[config.mk]
export PLATFORM = sky130hd
export DESIGN_NAME = ordered_list_engine_flat
export DESIGN_NICKNAME = d
export VERILOG_FILES = /design/src/ole_pkg.sv /design/src/ole_if.sv /design/src/ole_ram.sv /design/src/ole_ctrl.sv /design/src/ole_dpath.sv /design/src/ordered_list_engine.sv /design/src/flat_wrapper.sv
export SDC_FILE = /design/constraint.sdc
export NUM_CORES = 2
export LEC_CHECK = 0
export BUFFER_PORTS_ARGS = -buffer_cell sky130_fd_sc_hd__buf_2
export CAP_MARGIN = 40
export CELL_PAD_IN_SITES_DETAIL_PLACEMENT = 1
export CELL_PAD_IN_SITES_GLOBAL_PLACEMENT = 2
export CORE_UTILIZATION = 28
export CTS_CLUSTER_DIAMETER = 40
export DETAILED_ROUTE_END_ITERATION = 6
export GPL_ROUTABILITY_DRIVEN = 0
export GPL_TIMING_DRIVEN = 1
export PLACE_DENSITY_LB_ADDON = 0.1
export SETUP_SLACK_MARGIN = 0.2
export SYNTH_ARGS = -nofsm -noshare
export SYNTH_HDL_FRONTEND = slang
export SYNTH_SLANG_ARGS = --single-unit
[constraint.sdc]
create_clock -name clock -period 6.75 [get_ports clock]
set_clock_uncertainty 0.2 [all_clocks]
set_input_delay 1.35 -clock clock [delete_from_list [all_inputs] [get_ports clock]]
set_output_delay 1.35 -clock clock [all_outputs]
set_load 0.01 [all_outputs]
[src/ole_pkg.sv]
`timescale 1ns / 1ps
// ole_pkg: shared types and constants for the ordered list engine
// no dependencies; used by the interfaces, controller, datapath and top level

package ole_pkg;

   localparam int OPCODE_W    = 3;
   localparam int POS_W       = 4;
   localparam int AGE_W       = 8;
   localparam int NAME_W      = 64;
   localparam int STATUS_W    = 2;
   localparam int TOTAL_W     = 5;
   localparam int REC_W       = AGE_W + NAME_W;
   localparam int MAX_RESULTS = 16;
   localparam int NMATCH_W    = $clog2(MAX_RESULTS + 1);

   typedef enum logic [OPCODE_W-1:0] {
      OP_TAIL   = 3'd0,
      OP_HEAD   = 3'd1,
      OP_INSERT = 3'd2,
      OP_REMOVE = 3'd3,
      OP_READ   = 3'd4,
      OP_SEARCH = 3'd5,
      OP_CLEAR  = 3'd6
   } op_type;

   typedef enum logic [STATUS_W-1:0] {
      STAT_OK       = 2'd0,
      STAT_FULL     = 2'd1,
      STAT_BADPOS   = 2'd2,
      STAT_NOTFOUND = 2'd3
   } status_type;

   typedef enum logic [3:0] {
      S_IDLE,
      S_DECODE,
      S_INS_CHK,
      S_INS_WR,
      S_RM_CHK,
      S_RM_WR,
      S_RD_ISSUE,
      S_RD_OUT,
      S_SR_CHK,
      S_SR_CMP,
      S_SR_DONE,
      S_RES_OK,
      S_RES_FULL,
      S_RES_BAD
   } state_type;

   typedef enum logic [2:0] {
      IDX_HOLD,
      IDX_LOAD_COUNT,
      IDX_LOAD_POS,
      IDX_CLEAR,
      IDX_INC,
      IDX_DEC
   } idx_op_type;

   typedef enum logic [1:0] {
      RD_IDX,
      RD_IDX_M1,
      RD_IDX_P1
   } rd_sel_type;

   typedef enum logic {
      WR_NEW,
      WR_RD
   } wr_sel_type;

   typedef enum logic [1:0] {
      CNT_HOLD,
      CNT_INC,
      CNT_DEC,
      CNT_CLEAR
   } cnt_op_type;

   typedef enum logic [1:0] {
      EMIT_NONE,
      EMIT_STATUS,
      EMIT_READ,
      EMIT_PEND
   } emit_type;

   typedef struct packed {
      logic [OPCODE_W-1:0] opcode;
      logic [POS_W-1:0]    position;
      logic [AGE_W-1:0]    age;
      logic [NAME_W-1:0]   name_tag;
   } req_payload_type;

   typedef struct packed {
      logic [STATUS_W-1:0] status;
      logic [AGE_W-1:0]    out_age;
      logic [NAME_W-1:0]   out_name;
      logic [POS_W-1:0]    out_position;
      logic [TOTAL_W-1:0]  entry_total;
      logic                last;
   } rsp_payload_type;

   // controller to datapath
   typedef struct packed {
      logic       load_req;
      idx_op_type idx_op;
      logic       rd_en;
      rd_sel_type rd_sel;
      logic       wr_en;
      wr_sel_type wr_sel;
      cnt_op_type cnt_op;
      logic       srch_init;
      logic       srch_take;
      emit_type   emit;
      status_type status;
      logic       last;
   } dp_cmd_type;

   // datapath to controller
   typedef struct packed {
      op_type op;
      logic   full;
      logic   ins_bad;
      logic   pos_bad;
      logic   ins_here;
      logic   rm_end;
      logic   scan_end;
      logic   match;
      logic   pend_valid;
      logic   out_free;
   } dp_stat_type;

endpackage

[src/ole_if.sv]
`timescale 1ns / 1ps
// request and response channel interfaces of the ordered list engine
// depends on ole_pkg for the payload types

interface ole_req_if import ole_pkg::*; ();
   logic            valid;
   logic            ready;
   req_payload_type payload;

   modport source (output valid, output payload, input ready);
   modport sink   (input valid, input payload, output ready);
endinterface

interface ole_rsp_if import ole_pkg::*; ();
   logic            valid;
   logic            ready;
   rsp_payload_type payload;

   modport source (output valid, output payload, input ready);
   modport sink   (input valid, input payload, output ready);
endinterface

[src/ole_ram.sv]
`timescale 1ns / 1ps
// ole_ram: generic simple dual-port ram, one write and one registered read port
// no dependencies

module ole_ram #(
   parameter int WIDTH = 8,
   parameter int DEPTH = 16
) (
   input  logic                     clock,
   input  logic                     wr_en,
   input  logic [$clog2(DEPTH)-1:0] wr_addr,
   input  logic [WIDTH-1:0]         wr_data,
   input  logic                     rd_en,
   input  logic [$clog2(DEPTH)-1:0] rd_addr,
   output logic [WIDTH-1:0]         rd_data
);

   logic [WIDTH-1:0] mem_ff [DEPTH];
   logic [WIDTH-1:0] rd_data_ff;

   always_ff @(posedge clock) begin
      if (wr_en) begin
         mem_ff[wr_addr] <= wr_data;
      end
      if (rd_en) begin
         rd_data_ff <= mem_ff[rd_addr];
      end
   end

   assign rd_data = rd_data_ff;

endmodule

[src/ole_ctrl.sv]
`timescale 1ns / 1ps
// ole_ctrl: sequencing state machine of the ordered list engine
// depends on ole_pkg; drives the datapath through dp_cmd_type only

module ole_ctrl import ole_pkg::*; (
   input  logic        clock,
   input  logic        reset,
   input  logic        req_valid,
   output logic        req_ready,
   input  dp_stat_type stat,
   output dp_cmd_type  cmd
);

   state_type state_ff;
   state_type state_in;

   always_ff @(posedge clock) begin
      if (reset) begin
         state_ff <= S_IDLE;
      end else begin
         state_ff <= state_in;
      end
   end

   always_comb begin
      state_in  = state_ff;
      cmd       = '0;
      req_ready = 1'b0;
      unique case (state_ff)
         S_IDLE: begin
            req_ready = 1'b1;
            if (req_valid) begin
               cmd.load_req = 1'b1;
               state_in     = S_DECODE;
            end
         end
         S_DECODE: begin
            unique case (stat.op) inside
               OP_TAIL, OP_HEAD, OP_INSERT: begin
                  // fullness wins over a bad position
                  if (stat.full) begin
                     state_in = S_RES_FULL;
                  end else if (stat.ins_bad) begin
                     state_in = S_RES_BAD;
                  end else begin
                     cmd.idx_op = IDX_LOAD_COUNT;
                     state_in   = S_INS_CHK;
                  end
               end
               OP_REMOVE: begin
                  if (stat.pos_bad) begin
                     state_in = S_RES_BAD;
                  end else begin
                     cmd.idx_op = IDX_LOAD_POS;
                     state_in   = S_RM_CHK;
                  end
               end
               OP_READ: begin
                  if (stat.pos_bad) begin
                     state_in = S_RES_BAD;
                  end else begin
                     cmd.idx_op = IDX_LOAD_POS;
                     state_in   = S_RD_ISSUE;
                  end
               end
               OP_SEARCH: begin
                  cmd.idx_op    = IDX_CLEAR;
                  cmd.srch_init = 1'b1;
                  state_in      = S_SR_CHK;
               end
               OP_CLEAR: begin
                  cmd.cnt_op = CNT_CLEAR;
                  state_in   = S_RES_OK;
               end
               default: begin
                  state_in = S_RES_OK;
               end
            endcase
         end
         S_INS_CHK: begin
            if (stat.ins_here) begin
               cmd.wr_en  = 1'b1;
               cmd.wr_sel = WR_NEW;
               cmd.cnt_op = CNT_INC;
               state_in   = S_RES_OK;
            end else begin
               cmd.rd_en  = 1'b1;
               cmd.rd_sel = RD_IDX_M1;
               state_in   = S_INS_WR;
            end
         end
         S_INS_WR: begin
            // move entry idx-1 up into idx
            cmd.wr_en  = 1'b1;
            cmd.wr_sel = WR_RD;
            cmd.idx_op = IDX_DEC;
            state_in   = S_INS_CHK;
         end
         S_RM_CHK: begin
            if (stat.rm_end) begin
               cmd.cnt_op = CNT_DEC;
               state_in   = S_RES_OK;
            end else begin
               cmd.rd_en  = 1'b1;
               cmd.rd_sel = RD_IDX_P1;
               state_in   = S_RM_WR;
            end
         end
         S_RM_WR: begin
            cmd.wr_en  = 1'b1;
            cmd.wr_sel = WR_RD;
            cmd.idx_op = IDX_INC;
            state_in   = S_RM_CHK;
         end
         S_RD_ISSUE: begin
            cmd.rd_en  = 1'b1;
            cmd.rd_sel = RD_IDX;
            state_in   = S_RD_OUT;
         end
         S_RD_OUT: begin
            if (stat.out_free) begin
               cmd.emit = EMIT_READ;
               cmd.last = 1'b1;
               state_in = S_IDLE;
            end
         end
         S_SR_CHK: begin
            if (stat.scan_end) begin
               state_in = S_SR_DONE;
            end else begin
               cmd.rd_en  = 1'b1;
               cmd.rd_sel = RD_IDX;
               state_in   = S_SR_CMP;
            end
         end
         S_SR_CMP: begin
            // a match is held back one step so the final one can carry last
            if (!stat.match) begin
               cmd.idx_op = IDX_INC;
               state_in   = S_SR_CHK;
            end else if (!stat.pend_valid) begin
               cmd.srch_take = 1'b1;
               cmd.idx_op    = IDX_INC;
               state_in      = S_SR_CHK;
            end else if (stat.out_free) begin
               cmd.emit      = EMIT_PEND;
               cmd.srch_take = 1'b1;
               cmd.idx_op    = IDX_INC;
               state_in      = S_SR_CHK;
            end
         end
         S_SR_DONE: begin
            if (stat.out_free) begin
               cmd.last = 1'b1;
               state_in = S_IDLE;
               if (stat.pend_valid) begin
                  cmd.emit = EMIT_PEND;
               end else begin
                  cmd.emit   = EMIT_STATUS;
                  cmd.status = STAT_NOTFOUND;
               end
            end
         end
         S_RES_OK: begin
            if (stat.out_free) begin
               cmd.emit   = EMIT_STATUS;
               cmd.status = STAT_OK;
               cmd.last   = 1'b1;
               state_in   = S_IDLE;
            end
         end
         S_RES_FULL: begin
            if (stat.out_free) begin
               cmd.emit   = EMIT_STATUS;
               cmd.status = STAT_FULL;
               cmd.last   = 1'b1;
               state_in   = S_IDLE;
            end
         end
         S_RES_BAD: begin
            if (stat.out_free) begin
               cmd.emit   = EMIT_STATUS;
               cmd.status = STAT_BADPOS;
               cmd.last   = 1'b1;
               state_in   = S_IDLE;
            end
         end
         default: begin
            state_in = S_IDLE;
         end
      endcase
   end

endmodule

[src/ole_dpath.sv]
`timescale 1ns / 1ps
// ole_dpath: request registers, entry count, entry ram, search hold and output register
// depends on ole_pkg and ole_ram; steered by ole_ctrl through dp_cmd_type

module ole_dpath import ole_pkg::*; #(
   parameter int CAPACITY = 16
) (
   input  logic            clock,
   input  logic            reset,
   input  req_payload_type req_payload,
   output logic            rsp_valid,
   input  logic            rsp_ready,
   output rsp_payload_type rsp_payload,
   input  dp_cmd_type      cmd,
   output dp_stat_type     stat
);

   localparam int IW = $clog2(CAPACITY);
   localparam int CW = $clog2(CAPACITY + 1);
   localparam int XW = (CW > TOTAL_W) ? CW : TOTAL_W;

   op_type              op_ff;
   logic [POS_W-1:0]    pos_ff;
   logic [AGE_W-1:0]    age_ff;
   logic [NAME_W-1:0]   name_ff;
   logic [CW-1:0]       count_ff;
   logic [CW-1:0]       count_in;
   logic [CW-1:0]       idx_ff;
   logic [CW-1:0]       idx_in;
   logic [NMATCH_W-1:0] nmatch_ff;
   logic [NMATCH_W-1:0] nmatch_in;
   logic                pend_valid_ff;
   logic                pend_valid_in;
   logic [REC_W-1:0]    pend_rec_ff;
   logic [CW-1:0]       pend_idx_ff;
   logic                rsp_valid_ff;
   logic                rsp_valid_in;
   rsp_payload_type     rsp_ff;
   rsp_payload_type     rsp_in;

   logic [XW-1:0]       count_x;
   logic [XW-1:0]       pos_x;
   logic [XW-1:0]       idx_x;
   logic [XW-1:0]       ins_pos_x;
   logic [XW-1:0]       pend_idx_x;
   logic [CW-1:0]       idx_m1;
   logic [CW-1:0]       idx_p1;
   logic [IW-1:0]       rd_addr;
   logic [REC_W-1:0]    wr_data;
   logic [REC_W-1:0]    rd_data;
   logic [AGE_W-1:0]    rd_age;
   logic [NAME_W-1:0]   rd_name;

   assign count_x    = XW'(count_ff);
   assign pos_x      = XW'(pos_ff);
   assign idx_x      = XW'(idx_ff);
   assign pend_idx_x = XW'(pend_idx_ff);
   assign idx_m1     = idx_ff - CW'(1);
   assign idx_p1     = idx_ff + CW'(1);
   assign rd_age     = rd_data[REC_W-1 -: AGE_W];
   assign rd_name    = rd_data[NAME_W-1:0];

   // target slot of the insert in progress
   always_comb begin
      case (op_ff)
         OP_TAIL: ins_pos_x = count_x;
         OP_HEAD: ins_pos_x = '0;
         default: ins_pos_x = pos_x;
      endcase
   end

   always_comb begin
      case (cmd.rd_sel)
         RD_IDX_M1: rd_addr = idx_m1[IW-1:0];
         RD_IDX_P1: rd_addr = idx_p1[IW-1:0];
         default:   rd_addr = idx_ff[IW-1:0];
      endcase
   end

   assign wr_data = (cmd.wr_sel == WR_NEW) ? {age_ff, name_ff} : rd_data;

   ole_ram #(
      .WIDTH (REC_W),
      .DEPTH (CAPACITY)
   ) u_entry_ram (
      .clock   (clock),
      .wr_en   (cmd.wr_en),
      .wr_addr (idx_ff[IW-1:0]),
      .wr_data (wr_data),
      .rd_en   (cmd.rd_en),
      .rd_addr (rd_addr),
      .rd_data (rd_data)
   );

   always_comb begin
      case (cmd.idx_op)
         IDX_LOAD_COUNT: idx_in = count_ff;
         IDX_LOAD_POS:   idx_in = CW'(pos_x);
         IDX_CLEAR:      idx_in = '0;
         IDX_INC:        idx_in = idx_p1;
         IDX_DEC:        idx_in = idx_m1;
         default:        idx_in = idx_ff;
      endcase
   end

   always_comb begin
      case (cmd.cnt_op)
         CNT_INC:   count_in = count_ff + CW'(1);
         CNT_DEC:   count_in = count_ff - CW'(1);
         CNT_CLEAR: count_in = '0;
         default:   count_in = count_ff;
      endcase
   end

   always_comb begin
      nmatch_in     = nmatch_ff;
      pend_valid_in = pend_valid_ff;
      if (cmd.srch_init) begin
         nmatch_in     = '0;
         pend_valid_in = 1'b0;
      end else if (cmd.srch_take) begin
         nmatch_in     = nmatch_ff + NMATCH_W'(1);
         pend_valid_in = 1'b1;
      end
   end

   always_comb begin
      rsp_in              = rsp_ff;
      rsp_in.entry_total  = count_x[TOTAL_W-1:0];
      rsp_in.last         = cmd.last;
      case (cmd.emit)
         EMIT_STATUS: begin
            rsp_in.status       = cmd.status;
            rsp_in.out_age      = '0;
            rsp_in.out_name     = '0;
            rsp_in.out_position = '0;
         end
         EMIT_READ: begin
            rsp_in.status       = STAT_OK;
            rsp_in.out_age      = rd_age;
            rsp_in.out_name     = rd_name;
            rsp_in.out_position = idx_x[POS_W-1:0];
         end
         EMIT_PEND: begin
            rsp_in.status       = STAT_OK;
            rsp_in.out_age      = pend_rec_ff[REC_W-1 -: AGE_W];
            rsp_in.out_name     = pend_rec_ff[NAME_W-1:0];
            rsp_in.out_position = pend_idx_x[POS_W-1:0];
         end
         default: begin
            rsp_in = rsp_ff;
         end
      endcase
   end

   always_comb begin
      rsp_valid_in = rsp_valid_ff;
      if (cmd.emit != EMIT_NONE) begin
         rsp_valid_in = 1'b1;
      end else if (rsp_ready) begin
         rsp_valid_in = 1'b0;
      end
   end

   always_ff @(posedge clock) begin
      if (reset) begin
         count_ff      <= '0;
         idx_ff        <= '0;
         nmatch_ff     <= '0;
         pend_valid_ff <= 1'b0;
         rsp_valid_ff  <= 1'b0;
      end else begin
         count_ff      <= count_in;
         idx_ff        <= idx_in;
         nmatch_ff     <= nmatch_in;
         pend_valid_ff <= pend_valid_in;
         rsp_valid_ff  <= rsp_valid_in;
      end
   end

   always_ff @(posedge clock) begin
      if (cmd.load_req) begin
         op_ff   <= op_type'(req_payload.opcode);
         pos_ff  <= req_payload.position;
         age_ff  <= req_payload.age;
         name_ff <= req_payload.name_tag;
      end
      if (cmd.srch_take) begin
         pend_rec_ff <= rd_data;
         pend_idx_ff <= idx_ff;
      end
      rsp_ff <= rsp_in;
   end

   assign stat.op         = op_ff;
   assign stat.full       = (count_ff == CW'(CAPACITY));
   assign stat.ins_bad    = (ins_pos_x > count_x);
   assign stat.pos_bad    = (pos_x >= count_x);
   assign stat.ins_here   = (idx_x == ins_pos_x);
   assign stat.rm_end     = (idx_p1 == count_ff);
   assign stat.scan_end   = (idx_ff == count_ff) || (nmatch_ff == NMATCH_W'(MAX_RESULTS));
   assign stat.match      = (rd_age == age_ff);
   assign stat.pend_valid = pend_valid_ff;
   assign stat.out_free   = !rsp_valid_ff || rsp_ready;

   assign rsp_valid   = rsp_valid_ff;
   assign rsp_payload = rsp_ff;

endmodule

[src/ordered_list_engine.sv]
`timescale 1ns / 1ps
// channel  | direction | handshake          | carries
// req_bus  | in        | valid/ready        | opcode, position, age, name_tag
// rsp_bus  | out       | valid/ready        | status, out_age, out_name, out_position,
//          |           |                    | entry_total, last
//
// sequencing: one request at a time. insert shifts each entry at or above the target
// slot up by one, remove shifts each entry above the position down by one, and search
// scans the stored entries in order. each moved entry takes one registered read and
// one write of the entry ram.
// reset: synchronous, clears the entry count; entries hold no value until written.
// stalls: a busy response register holds the sequencer at its next response;
// new requests are taken only when the previous one is finished.
// depends on ole_pkg, ole_if, ole_ram, ole_ctrl and ole_dpath

module ordered_list_engine import ole_pkg::*; #(
   parameter int CAPACITY = 16
) (
   input logic       clock,
   input logic       reset,
   ole_req_if.sink   req_bus,
   ole_rsp_if.source rsp_bus
);

   dp_cmd_type  dp_cmd;
   dp_stat_type dp_stat;

   ole_ctrl u_ctrl (
      .clock     (clock),
      .reset     (reset),
      .req_valid (req_bus.valid),
      .req_ready (req_bus.ready),
      .stat      (dp_stat),
      .cmd       (dp_cmd)
   );

   ole_dpath #(
      .CAPACITY (CAPACITY)
   ) u_dpath (
      .clock       (clock),
      .reset       (reset),
      .req_payload (req_bus.payload),
      .rsp_valid   (rsp_bus.valid),
      .rsp_ready   (rsp_bus.ready),
      .rsp_payload (rsp_bus.payload),
      .cmd         (dp_cmd),
      .stat        (dp_stat)
   );

endmodule
[src/flat_wrapper.sv]
// flat-port wrapper written by rule: the top's interface ports become plain ports
module ordered_list_engine_flat import ole_pkg::*;
#(
   parameter int CAPACITY = 16
)
  (clock, reset, req_bus_valid, req_bus_payload, req_bus_ready, rsp_bus_valid, rsp_bus_payload, rsp_bus_ready);
  ole_req_if req_bus_i ();
  ole_rsp_if rsp_bus_i ();
  input logic clock;
  input logic reset;
  input wire logic [$bits(req_bus_i.valid)-1:0] req_bus_valid;
  input wire logic [$bits(req_bus_i.payload)-1:0] req_bus_payload;
  output wire logic [$bits(req_bus_i.ready)-1:0] req_bus_ready;
  output wire logic [$bits(rsp_bus_i.valid)-1:0] rsp_bus_valid;
  output wire logic [$bits(rsp_bus_i.payload)-1:0] rsp_bus_payload;
  input wire logic [$bits(rsp_bus_i.ready)-1:0] rsp_bus_ready;
  assign req_bus_i.valid = req_bus_valid;
  assign req_bus_i.payload = req_bus_payload;
  assign req_bus_ready = req_bus_i.ready;
  assign rsp_bus_valid = rsp_bus_i.valid;
  assign rsp_bus_payload = rsp_bus_i.payload;
  assign rsp_bus_i.ready = rsp_bus_ready;
  ordered_list_engine #(.CAPACITY(CAPACITY)) u_core (.clock(clock), .reset(reset), .req_bus(req_bus_i), .rsp_bus(rsp_bus_i));
endmodule
======== Yosys cells after proc, flatten, opt, wreduce, memory -nomap -nowiden ========
Memories as Yosys holds them, arrays and structs flattened. A register that Yosys moved wholly into a read port is not among the register bits.
Index checks and enable logic that the tools add are counted.
storage, ports and cells
  output and inout port bits .............. 86
  memories ................................ 1
  input port bits ......................... 83
  register bits ........................... 260
  word-level logic and storage cells ...... 146
  RAM bits ................................ 1152
cells by class
  add/subtract/negate cells ............... 5
  reduce and logical (&&, ||, !) cells .... 17
  mux-type cells .......................... 62
  $lt $le $gt $ge ......................... 2
  equality and inequality tests ........... 41
memory list
  name                               depth  width  rd ports  clocked after memory_dff  write ports  line           RTL
  u_core.u_dpath.u_entry_ram.mem_ff  16     72     1         1                         1            ole_ram.sv:18  logic [WIDTH-1:0] mem_ff [DEPTH];
operators with widths
  operator                                                            number
  78-bit case mux with 3 select lines                                 1
  72-bit two-way mux                                                  1
  4-bit two-way mux                                                   15
  4-bit case mux with 10 select lines                                 1
  5-bit case mux with 5 select lines                                  1
  4-bit == test, second input constant                                6
  3-bit two-way mux                                                   8
  3-bit case mux with 4 select lines                                  2
  4-bit by 3-bit == test with 1-bit output, second input constant     4
  2-bit two-way mux                                                   8
  4-bit case mux with 4 select lines                                  1
  5-bit by 1-bit adder with 5-bit output, second input constant       3
  3-bit == test, second input constant                                5
  5-bit == test                                                       3
  5-bit case mux with 3 select lines                                  1
  1-bit two-way mux                                                   14
  3-bit by 2-bit == test with 1-bit output, second input constant     4
  2-bit case mux with 3 select lines                                  2
  2-bit case mux with 6 select lines                                  1
  2-bit == test, second input constant                                5
  5-bit == test, second input constant                                2
  5-bit case mux with 2 select lines                                  1
  5-bit by 1-bit subtractor with 5-bit output, second input constant  2
  4-bit by 2-bit == test with 1-bit output, second input constant     2
  25 further kinds                                                    34

======== Logic depth before layout (Yosys ltp) ========
  depth in word-level cells ............... 9
  gate-level depth with buffers ........... 19
  mapped depth without buffers ............ 15

======== Hierarchy ========
From an unflattened synthesis, not the netlist that was laid out.
unflattened totals
  cells, all modules ...................... 2702
  area total of the unflattened synthesis .. 57238.6 um2
modules (own cells, without submodules)
  module     seq. area each (um2)  area an instance (um2)  cells an instance  times used
  ole_ram    36755.3               45273.4                 1850               1
  ole_dpath  7517.2                11179.5                 731                1
  ole_ctrl   80.1                  785.8                   121                1

======== Least setup slack after synthesis ========
OpenSTA, ideal clock, no wires.
  path kind ............................... input -> register
  from .................................... in rsp_bus_ready
  to ...................................... reg u_core.u_dpath.rsp_ff, in the netlist u_core.u_dpath.rsp_payload[0], enable pin
  buffers on the path ..................... 0
  data arrival time ....................... 4.946 ns
  cell stages on the path ................. 2
  slack ................................... 1.077 ns
  required time ........................... 6.023 ns
  setup time .............................. 0.527 ns
  cell sequence ........................... nor2b_1 nor2_1
on the way
  longest elaborated chain between the ends .. 7
  elaborated cells between the ends (all ways) .. 14
  classes of those cells .................. 3 x eq/ne; 9 x mux; 2 x reduce/logical
ends and longest elaborated chain
  what                                                                       line                RTL
  start: declaration                                                         flat_wrapper.sv:16  input wire logic [$bits(rsp_bus_i.ready)-1:0] rsp_bus_ready;
  1-bit logical OR *                                                         ole_dpath.sv:204    assign stat.out_free = !rsp_valid_ff || rsp_ready;
  3-bit two-way mux                                                          ole_ctrl.sv:145     end else if (stat.out_free) begin
  2-bit two-way mux                                                          ole_ctrl.sv:141     end else if (!stat.pend_valid) begin
  3-bit two-way mux                                                          ole_ctrl.sv:138     if (!stat.match) begin
  2-bit case mux with 6 select lines *                                       ole_ctrl.sv:29      unique case (state_ff)
  2-bit == test or 2-bit by 1-bit == test with 1-bit output (tied branches)  ole_dpath.sv:131    case (cmd.emit)
  3-bit OR reduction (no source line) *                                      --
  end signal: assignment                                                     ole_dpath.sv:192    rsp_ff <= rsp_in;
  end: declaration                                                           ole_dpath.sv:38     rsp_payload_type rsp_ff;
Mark *: on every way between the ends. The rest lies on a longest branch, timed or not.
A chain may end at the register's enable or synchronous reset.

======== Worst setup path in the final report ========
  from .................................... reg u_core.u_dpath.idx_ff[1]
  to ...................................... reg u_core.u_dpath.u_entry_ram.rd_data_ff[13] (netlist: u_core.u_dpath.u_entry_ram.rd_data[13]) (read register of u_core.u_dpath.u_entry_ram.mem_ff), data pin
on the way
  longest elaborated chain between the ends .. 6
  elaborated cells between the ends (all ways) .. 13
  classes of those cells .................. 2 x add/sub; 5 x eq/ne; 5 x mux; 1 x reduce/logical
ends and longest elaborated chain
  what                                                                       line              RTL
  start: declaration                                                         ole_dpath.sv:28   logic [CW-1:0] idx_ff;
  start signal: assignment                                                   ole_dpath.sv:174  idx_ff <= idx_in;
  5-bit by 1-bit adder with 5-bit output                                     ole_dpath.sv:59   assign idx_p1 = idx_ff + CW'(1);
  5-bit == test                                                              ole_dpath.sv:200  assign stat.rm_end = (idx_p1 == count_ff);
  3-bit two-way mux                                                          ole_ctrl.sv:100   if (stat.rm_end) begin
  3-bit case mux with 4 select lines                                         ole_ctrl.sv:29
  2-bit == test or 2-bit by 1-bit == test with 1-bit output (tied branches)  ole_dpath.sv:73   case (cmd.rd_sel)
  4-bit case mux with 2 select lines                                         ole_dpath.sv:73
  end: declaration                                                           ole_ram.sv:19     logic [WIDTH-1:0] rd_data_ff;
Several ways; a longest one is shown, not always the timed one.

==> metrics.txt <==
CTS max path bufs=4; Initial Utilization=28.3%; largest cells by area after synthesis=edfxtp_1 77%, mux4_2 11%, mux2_2 1.4%, mux2i_1 1.4%, a22o_1 1.2%; worst-path fanout max=28; Max-slew headroom=a little over two fifths; area of the multi-input gates=approximately 0.012 mm2; final core occ=between 30% and 40%; Mapped Cells=2698; GRT overflow=0; Wirelength per Cell=around 28 um; WP data required=roughly 7.1 ns; postcts setup bufs=0; Post-synth EDFFs=1463; RSZ-0062 raised after global routing=false; DIE WIDTH=about 450 um; FP Rows=about 170; Seq cells post-synth=~1500; most frequent cells in the layout=1463 x edfxtp_1, 302 x clkbuf_16, 288 x mux4_2, 168 x buf_2, 90 x a21oi_1; Setup CP Type=flip-flop to flip-flop; clk slew on worst S/H paths=around 0.050 ns; Core ar.=between 0.2 and 0.25 mm2; YS warnings=0; CTS tree=built; Total Nets Final=around 3200; power density cells=about 450 mW/mm2; CTS Sinks=1484; element type at the critical path end=flip-flop; worst slew pin tran=roughly 0.86 ns; Avg Inst Size Synth=~21 um2; die height=454 um; first-pass GRT wire length=roughly 240000 um; proportion of layout cells with a drive suffix above 1=33.5%; Synth cell types=70; hold crit path type=flip-flop to flip-flop; vias in the first global route=~32000; Port Buf Inserts=between 150 and 200; largest area contributor in the netlist=edfxtp_1; initial antenna violation count=8; Max Transition Viols Final=0; CTS H-tree depth=5; Clock Tree Root=clkbuf_16; Layout area overhead=25.5%; All-Layer GR Usage=approximately 16%; vias after detailed routing=about 29000; FMAX=175 MHz; Finished Cell Area=between 0.07 and 0.08 mm2; CTS buffer count=roughly 300; sequential share of the synthesized area=77.4%; share of synthesized registers carrying an async set or reset=0%; ys flop type=edfxtp_1; Max-cap violations=0; cts hold-fix bufs=0; Synth top area share=about three quarters; status=finished clean; die area=0.207 mm2; PostCTS Resize Cnt=0; final hold viol count=0; largest net degree at the start of global routing=88; # setup viols final=0; Post-Syn Area=between 0.05 and 0.06 mm2; Syn Nets=between 2000 and 3000; Power Total=between 30 and 40 mW; WL final=~170000 um; Clock Latency Late Sink=between 0.9 and 1 ns; Routed Antenna Nets=0; final setup TNS=0 ns; most common cell after layout, fill and taps aside=edfxtp_1; dpl cells=~5500; post-layout minimum cycle time=approximately 5.7 ns; # DRC=0; Critical Path Source Type=flip-flop; Leak=approximately 24 nW; drt first pass iters=5; Fillers=19700; # IOs=169; Max VDD drop=0.337 mV; critical path arrival=~6.1 ns; vias per cell=between 4 and 5; Post-DP HPWL=between 80000 and 90000 um; final std cells w/o fill=5994; DP Area=between 0.06 and 0.07 mm2; final worst-path cycle share=84.7%; 1st-iter DRT viols=between 2000 and 2500; Reg area=approximately 0.044 mm2
[final timing paths]
check | from | to | depth (start not counted) | slack [ns]
hold / removal | u_core.u_dpath.u_entry_ram.rd_data[1] | u_core.u_dpath.pend_rec_ff[1] | 0 | 0.27
setup reg to reg | u_core.u_dpath.idx_ff[1] | u_core.u_dpath.u_entry_ram.rd_data[13] | 15 | 1.03
hold reg to reg | u_core.u_dpath.u_entry_ram.rd_data[1] | u_core.u_dpath.pend_rec_ff[1] | 0 | 0.27
setup / recovery | u_core.u_dpath.idx_ff[1] | u_core.u_dpath.u_entry_ram.rd_data[13] | 15 | 1.03
[power by group]
group / switching [mW] / internal, mW / leakage [nW]
clock: 4.81 / 9.35 / 4.63
combinational: 3.68 / 2.32 / 5.59
sequential: 0.410 / 11.8 / 13.3
[layout make-up]
class                           instances  area share, %
Timing Repair Buffer                  265           3.09
Tap cell                             2672           4.65
Clock buffer                          334           10.7
Clock inverter                        174           2.62
Sequential cell                      1484           61.6
Multi-Input combinational cell       1047           17.2
Antenna cell                            1        0.00348
Inverter                               17         0.0887
[sequential cells by signal, indices dropped and copies added (netlist names)]
name and cells:
u_core.u_dpath.name_ff 64, u_core.u_dpath.nmatch_ff 5, u_core.u_dpath.u_entry_ram.rd_data 72, u_core.u_dpath.pend_rec_ff 72
u_core.u_dpath.idx_ff 5, u_core.u_dpath.count_ff 5, u_core.u_ctrl.state_ff 4, u_core.u_dpath.op_ff 3
u_core.u_dpath.pos_ff 4, u_core.u_dpath.rsp_valid 1, u_core.u_dpath.age_ff 8, u_core.u_dpath.pend_valid_ff 1
u_core.u_dpath.u_entry_ram.mem_ff 1152, u_core.u_dpath.pend_idx_ff 4, u_core.u_dpath.rsp_payload 84
[cells by family after synthesis]
kind of cell	Yosys count	share of synthesized area, %
AOI/OAI and AO/OA	319	3.92
xor gates and xnor gates	29	0.467
adders and majority gates	21	0.471
buffers and inverters	167	1.33
DFF	1484	77.4
muxes	438	14.1
and+or+nand+nor	240	2.35
[metal layers]
| metal | vias up | wire length, um | GRT usage (%) |
|---|---|---|---|
| li1 | 12200 | - | - |
| met1 | 15600 | 75500 | 21.8 |
| met2 | 708 | 80300 | 26.5 |
| met3 | 326 | 7370 | 3.17 |
| met4 | 0 | 4410 | 5.30 |
| met5 | - | 0 | 0 |
[worst max-delay path, cell delays in order, from the launching register on]
cell and delay [ns]:
dfxtp_1 0.67, ha_1 0.42, nand2b_1 0.11, a21o_1 0.17
a31oi_1 0.30, nor2_1 0.14, or4_1 0.48, ha_1 0.55
nor3_1 0.14, a21oi_4 0.66, buf_12 0.30, buf_12 0.28
mux4_2 0.52, nor2b_1 0.14, a211oi_1 0.29, a21oi_1 0.07
[per-stage QoR]
step | worst slack (ns) | hold WS, ns
3_5_place_dp | 1.04 | 0.271
6_report | 1.03 | 0.274
5_1_grt | 0.633 | 0.288
4_1_cts | 1.03 | 0.276
3_3_place_gp | 1.09 | 0.262
2_1_floorplan | 1.08 | 0.203
[cells in the mapped netlist, drive strengths merged, types with 3 or more instances]
| library cell | count |
|---|---|
| a211oi | 78 |
| a21oi | 94 |
| nor2b | 79 |
| mux4 | 288 |
| o21a | 3 |
| o211ai | 5 |
| xnor2 | 19 |
| nand2 | 33 |
| o22ai | 3 |
| a22o | 76 |
| a31oi | 11 |
| and3 | 5 |
| or4b | 4 |
| mux2 | 72 |
| dfxtp | 21 |
| clkbuf | 66 |
| nor3 | 12 |
| nor4 | 5 |
| nand2b | 14 |
| edfxtp | 1463 |
| o31ai | 3 |
| a21o | 7 |
| xor2 | 9 |
| mux2i | 78 |
| nor4b | 3 |
| a221oi | 5 |
| nor2 | 54 |
| o21ai | 20 |
| inv | 17 |
| buf | 84 |
| nand4 | 8 |
| or3 | 5 |
| ha | 20 |
| nand3 | 9 |
No activity file was read; power rests on OpenSTA's default activity.
